## src/design/fpd_pkg.sv

```systemverilog
// ============================================================================
// fpd_pkg: shared constants, types and helpers for the four pixel stego codec.
// Holds the candidate digit decoding and per-candidate check functions.
// ============================================================================
package fpd_pkg;

    localparam int MAX_K_DEF = 5;
    localparam int NUM_CAND  = 81;

    // Configuration register indexes.
    localparam logic [1:0] REG_K_LOW     = 2'd0;
    localparam logic [1:0] REG_K_HIGH    = 2'd1;
    localparam logic [1:0] REG_THRESHOLD = 2'd2;

    localparam logic CMD_EMBED   = 1'b0;
    localparam logic CMD_EXTRACT = 1'b1;

    typedef logic [7:0] t_pix;
    typedef t_pix [3:0] t_quad;

    // Sum of differences from the minimum, at most 3*255.
    function automatic logic [9:0] sum_diff(input t_quad p);
        logic [7:0] mn;
        logic [9:0] s;
        mn = p[0];
        for (int i = 1; i < 4; i++) if (p[i] < mn) mn = p[i];
        s = '0;
        for (int i = 0; i < 4; i++) s = s + 10'(p[i] - mn);
        return s;
    endfunction

    function automatic logic [7:0] quad_range(input t_quad p);
        logic [7:0] mn;
        logic [7:0] mx;
        mn = p[0];
        mx = p[0];
        for (int i = 1; i < 4; i++) begin
            if (p[i] < mn) mn = p[i];
            if (p[i] > mx) mx = p[i];
        end
        return mx - mn;
    endfunction

    // Smooth when 3t >= sum.
    function automatic logic is_smooth(input logic [9:0] s, input logic [5:0] t);
        logic [7:0] t3;
        t3 = 8'({2'b0, t} + {1'b0, t, 1'b0});
        return {2'b0, t3} >= s;
    endfunction

    function automatic logic is_err(input t_quad p, input logic smooth, input logic [5:0] t);
        logic [7:0] lim;
        lim = {1'b0, t, 1'b0} + 8'd2;
        return smooth && (quad_range(p) > lim);
    endfunction

    // Digit of candidate idx for pixel j (pixel 0 most significant), 0..2.
    function automatic logic [1:0] cand_digit(input int idx, input int j);
        int r;
        r = idx;
        for (int q = 3; q > j; q--) r = r / 3;
        return 2'(r % 3);
    endfunction

endpackage

```

## src/design/fpd_classify.sv

```systemverilog
// ============================================================================
// fpd_classify: stage one and two of the codec.
// Classifies the block, builds the modified-LSB quad and the extracted word.
// ============================================================================
module fpd_classify #(
    parameter int MAX_K = fpd_pkg::MAX_K_DEF
) (
    input  logic             i_clk,
    input  logic             i_rst_n,
    input  logic             i_en,
    input  logic             i_valid,
    input  logic             i_cmd,
    input  fpd_pkg::t_quad   i_pix,
    input  logic [19:0]      i_msg,
    input  logic [2:0]       i_k_low,
    input  logic [2:0]       i_k_high,
    input  logic [5:0]       i_thr,
    output logic             o_valid,
    output logic             o_cmd,
    output logic             o_skip,
    output logic             o_smooth,
    output logic [2:0]       o_k,
    output fpd_pkg::t_quad   o_pix,
    output fpd_pkg::t_quad   o_lsb,
    output logic [19:0]      o_ext
);
    import fpd_pkg::*;

    // Stage A registers: class and k.
    logic           r_a_valid, r_a_cmd, r_a_smooth, r_a_err;
    logic [2:0]     r_a_k;
    t_quad          r_a_pix;
    logic [19:0]    r_a_msg;
    logic [9:0]     n_sum;
    logic           n_smooth;
    logic [2:0]     n_k;

    always_comb begin
        n_sum    = sum_diff(i_pix);
        n_smooth = is_smooth(n_sum, i_thr);
        n_k      = n_smooth ? i_k_low : i_k_high;
        if (n_k == 3'd0) n_k = 3'd1;
        if (n_k > 3'(MAX_K)) n_k = 3'(MAX_K);
    end

    always_ff @(posedge i_clk) begin
        if (!i_rst_n) begin
            r_a_valid <= 1'b0;
        end else if (i_en) begin
            r_a_valid <= i_valid;
        end
        if (i_en) begin
            r_a_cmd    <= i_cmd;
            r_a_smooth <= n_smooth;
            r_a_err    <= is_err(i_pix, n_smooth, i_thr);
            r_a_k      <= n_k;
            r_a_pix    <= i_pix;
            r_a_msg    <= i_msg;
        end
    end

    // Stage B: modified-LSB insertion and extraction.
    t_quad       n_lsb;
    logic [19:0] n_ext;
    always_comb begin
        logic [7:0] mask;
        logic [8:0] l, a, b;
        logic [7:0] chunk;
        logic [34:0] ext_w;
        mask  = 8'((9'd1 << r_a_k) - 9'd1);
        a     = 9'd1 << (r_a_k - 3'd1);
        b     = 9'd1 << r_a_k;
        ext_w = '0;
        for (int i = 0; i < 4; i++) begin
            chunk = 8'(r_a_msg >> (5'(r_a_k) * 5'(i))) & mask;
            l = {1'b0, (r_a_pix[i] & ~mask) | chunk};
            n_lsb[i] = l[7:0];
            if (l > {1'b0, r_a_pix[i]} && (l - {1'b0, r_a_pix[i]}) > a) begin
                if (l >= b) n_lsb[i] = 8'(l - b);
            end else if ({1'b0, r_a_pix[i]} > l && ({1'b0, r_a_pix[i]} - l) > a) begin
                if (l < 9'd256 - b) n_lsb[i] = 8'(l + b);
            end
            ext_w = ext_w | (35'(r_a_pix[i] & mask) << (5'(r_a_k) * 5'(i)));
        end
        n_ext = ext_w[19:0];
    end

    always_ff @(posedge i_clk) begin
        if (!i_rst_n) begin
            o_valid <= 1'b0;
        end else if (i_en) begin
            o_valid <= r_a_valid;
        end
        if (i_en) begin
            o_cmd    <= r_a_cmd;
            o_skip   <= r_a_err;
            o_smooth <= r_a_smooth;
            o_k      <= r_a_k;
            o_pix    <= r_a_pix;
            o_lsb    <= n_lsb;
            o_ext    <= n_ext;
        end
    end
endmodule

```

## config.mk

```make
export PLATFORM = sky130hd
export DESIGN_NAME = fpd_classify
export DESIGN_NICKNAME = d
export VERILOG_FILES = /design/src/design/fpd_pkg.sv /design/src/design/fpd_classify.sv
export SDC_FILE = /design/constraint.sdc
export NUM_CORES = 1
export LEC_CHECK = 0
export BUFFER_PORTS_ARGS = -buffer_cell sky130_fd_sc_hd__buf_2
export CAP_MARGIN = 20
export CORE_ASPECT_RATIO = 0.8
export CORE_MARGIN = 2
export CORE_UTILIZATION = 27
export CTS_CLUSTER_SIZE = 16
export DETAILED_ROUTE_END_ITERATION = 10
export REMOVE_ABC_BUFFERS = 1
export SLEW_MARGIN = 20
export SYNTH_ARGS = -nofsm -noshare
export SYNTH_HDL_FRONTEND = slang
export SYNTH_SLANG_ARGS = --single-unit
```

## constraint.sdc

```tcl
create_clock -name i_clk -period 14.2 [get_ports i_clk]
set_clock_uncertainty 0.05 [all_clocks]
set_input_delay 0.71 -clock i_clk [delete_from_list [all_inputs] [get_ports i_clk]]
set_output_delay 0.71 -clock i_clk [all_outputs]
set_load 0.1 [all_outputs]
```

==> results.yml <==
outcome:
  status: "finished, final reports clean"
drt:
  drc: 0
  ant_nets: 0
  wire_per_inst_um: 21.2
  vias: 17890
  drtIter0Drc: 1974
  routed_wl_mm: 71.2
  routed_via_density: 5.32
  firstDrtPassIters: 7
critical_path:
  max_stage_delay_ns: 0.69
  critical_path_required_ns: 14.40
  critical_path.max_fanout: 13
  crit_type: "input pin to flop"
  cp_slowest_cell: "mux2i_1"
  crit_arrival_ns: 11.10
  cp-start-kind: "input pin"
  cp-end-kind: "flop"
die:
  dieArea_um2: 75000
  ios: 160
  start_util: 0.273
  die_w_um: 306
  die-height_um: 245
  core_um2: 72100
  placementRows: 88
synthesis:
  yosysMostFrequentCell: "ha_1"
  syn_inst: 2288
  yosysWarningCount: 0
  yosysSeqAreaShare: 0.228
  ys_top_cells_by_area: "edfxtp_1 23%, ha_1 21%, a21oi_1 4.8%, fa_1 4.1%, inv_1 3.8%"
  synth-main-ff-cell: "edfxtp_1"
  synth_top_area_frac: 0.226
  ys_seq_elements: 150
  synth_edf_count: 148
  async_flop_share: 0
  ys_types: 83
  synth_area_um2: 19700
  netlist_top_cells_count: "327 x ha_1, 197 x inv_1, 192 x nor2_1"
  synth.avg_cell_area_um2: 8.60
  yosysTopAreaCell: "edfxtp_1"
placed_design:
  dpl.hpwl_mm: 55.6
  portBuffers: 159
  gp_congestion: 0.950
  postPlaceCellArea_um2: 21500
  dp_slack_ns: 2.89
sta:
  setup_slack_ns: 3.30
  setup_viol: 0
  rsz0062_at_grt: "no"
  max_freq_mhz: 91.7
  fin_crit_sh: 0.768
  hold_violations: 0
  tightest_slew_ns: 1.01
  slew_viol_final: 0
  post-route-min-period_ns: 10.90
  max_slew_margin: 0.327
  tns_ns: 0
global_route:
  grt-ovfl-total: 0
  antenna_found_initial: 5
  grtUsageTotal: 0.188
  grt_pass1_wl_mm: 106
  grt_max_degree: 83
  grt_pass1_vias: 16658
layout:
  drive_above_1_share: 0.118
  n_fill_cell: 7634
  register_area_um2: 4480
  area_delta_synth_final_pct: 12.5
  diodes: 0
  multiInputGateArea_um2: 14100
  layout.nets: 2840
  stdcell_area_um2: 22100
clock_network:
  cts_hold_buffers: 0
  cts_max_path_buffers: 2
  h-tree-depth: 4
  clk_pin_slew_worst_paths_ns: 0.08
  cts_made_buffers: 17
  clk_latency_ns: 0.50
  cts_resized: 0
  ctsRootBufferMaster: "clkbuf_16"
  cts.sinks: 150
  post_cts_buffers: 0
  cts_tree: "yes"
flow_run:
  max_cap_violations: 0
worst_hold_path:
  hold_class: "input pin to flop"
[state kept, by name, indices dropped and copies added (netlist names), 3 cells and up]
signal / flops
o_k: 3
o_lsb: 32
r_a_k: 3
o_ext: 20
r_a_pix: 32
o_pix: 32
r_a_msg: 20
[metal layers]
metal	up-vias	GRT usage	wire, um	part of all wire
met5	-	0	41	0.00058
met4	6	0.0665	2290	0.032
li1	8503	-	-	-
met1	8461	0.263	32600	0.46
met3	123	0.0565	6940	0.097
met2	797	0.272	29400	0.41
[per-stage QoR]
step | cells | hold slack, ns | utilization
2_1_floorplan | 2198 | 0.350 | -
3_3_place_gp | 3330 | 0.354 | 0.298
3_5_place_dp | 3330 | 0.363 | 0.298
4_1_cts | 3362 | 0.288 | 0.307
5_1_grt | 3362 | 0.305 | 0.307
6_report | 3362 | 0.341 | 0.307
[layout by cell type (no fill, tap or decap), types with 43 or more instances in the layout]
cell type / synthesis / layout
edfxtp_1: 148 / 148
a21oi_1: 188 / 188
a21o_1: 86 / 86
nor2_1: 192 / 192
ha_1: 327 / 327
o21ai_0: 145 / 145
nor2b_1: 49 / 49
nand3_1: 53 / 53
mux2i_1: 54 / 53
xnor2_1: 65 / 64
buf_2: 13 / 158
inv_1: 197 / 197
nand2_1: 158 / 158
xor2_1: 43 / 43
[worst paths after layout]
path,startpoint,to,slack [ns],depth (start not counted)
max,i_pix[6],r_a_k[2]$_SDFFCE_PN1P_,3.30,42
min,i_msg[10],r_a_msg[10]$_DFFE_PP_,0.34,1
max reg2reg,r_a_k[1]$_SDFFCE_PN0P_,o_lsb[9]$_DFFE_PP_,4.75,24
min reg2reg,r_a_cmd$_DFFE_PP_,o_cmd$_DFFE_PP_,0.38,0
[cell families (layout without fill, tap and decap cells)]
logic type	after synthesis	count (layout)	share of synthesized area
muxes	89	89	0.0551
AOI/OAI and AO/OA	661	661	0.214
buffers and inverters	293	422	0.0568
DFF	150	150	0.228
adders and majority gates	367	367	0.249
and+or+nand+nor	620	620	0.150
xor gates and xnor gates	108	108	0.0481
[worst max-delay path, delay by kind of cell]
| kind | cells | cell delay, ns |
|---|---|---|
| simple gates | 8 | 1.47 |
| compound gates | 14 | 2.97 |
| buf+inv | 6 | 0.72 |
| xor+xnor | 1 | 0.19 |
| mux | 4 | 1.60 |
| fa+ha+maj | 9 | 3.41 |
[final cells by class]
class | count | share of cell area
clock buffers | 17 | 0.0192
clock inverters | 15 | 0.00786
inverters | 203 | 0.0344
multi-input cells | 1845 | 0.637
flip-flops and latches | 150 | 0.203
well taps | 945 | 0.0534
repair buffers | 187 | 0.0458
Power is left out: the tool's default activity adds up to more than one toggle a clock period on the data nets, which glitch-free logic cannot reach.
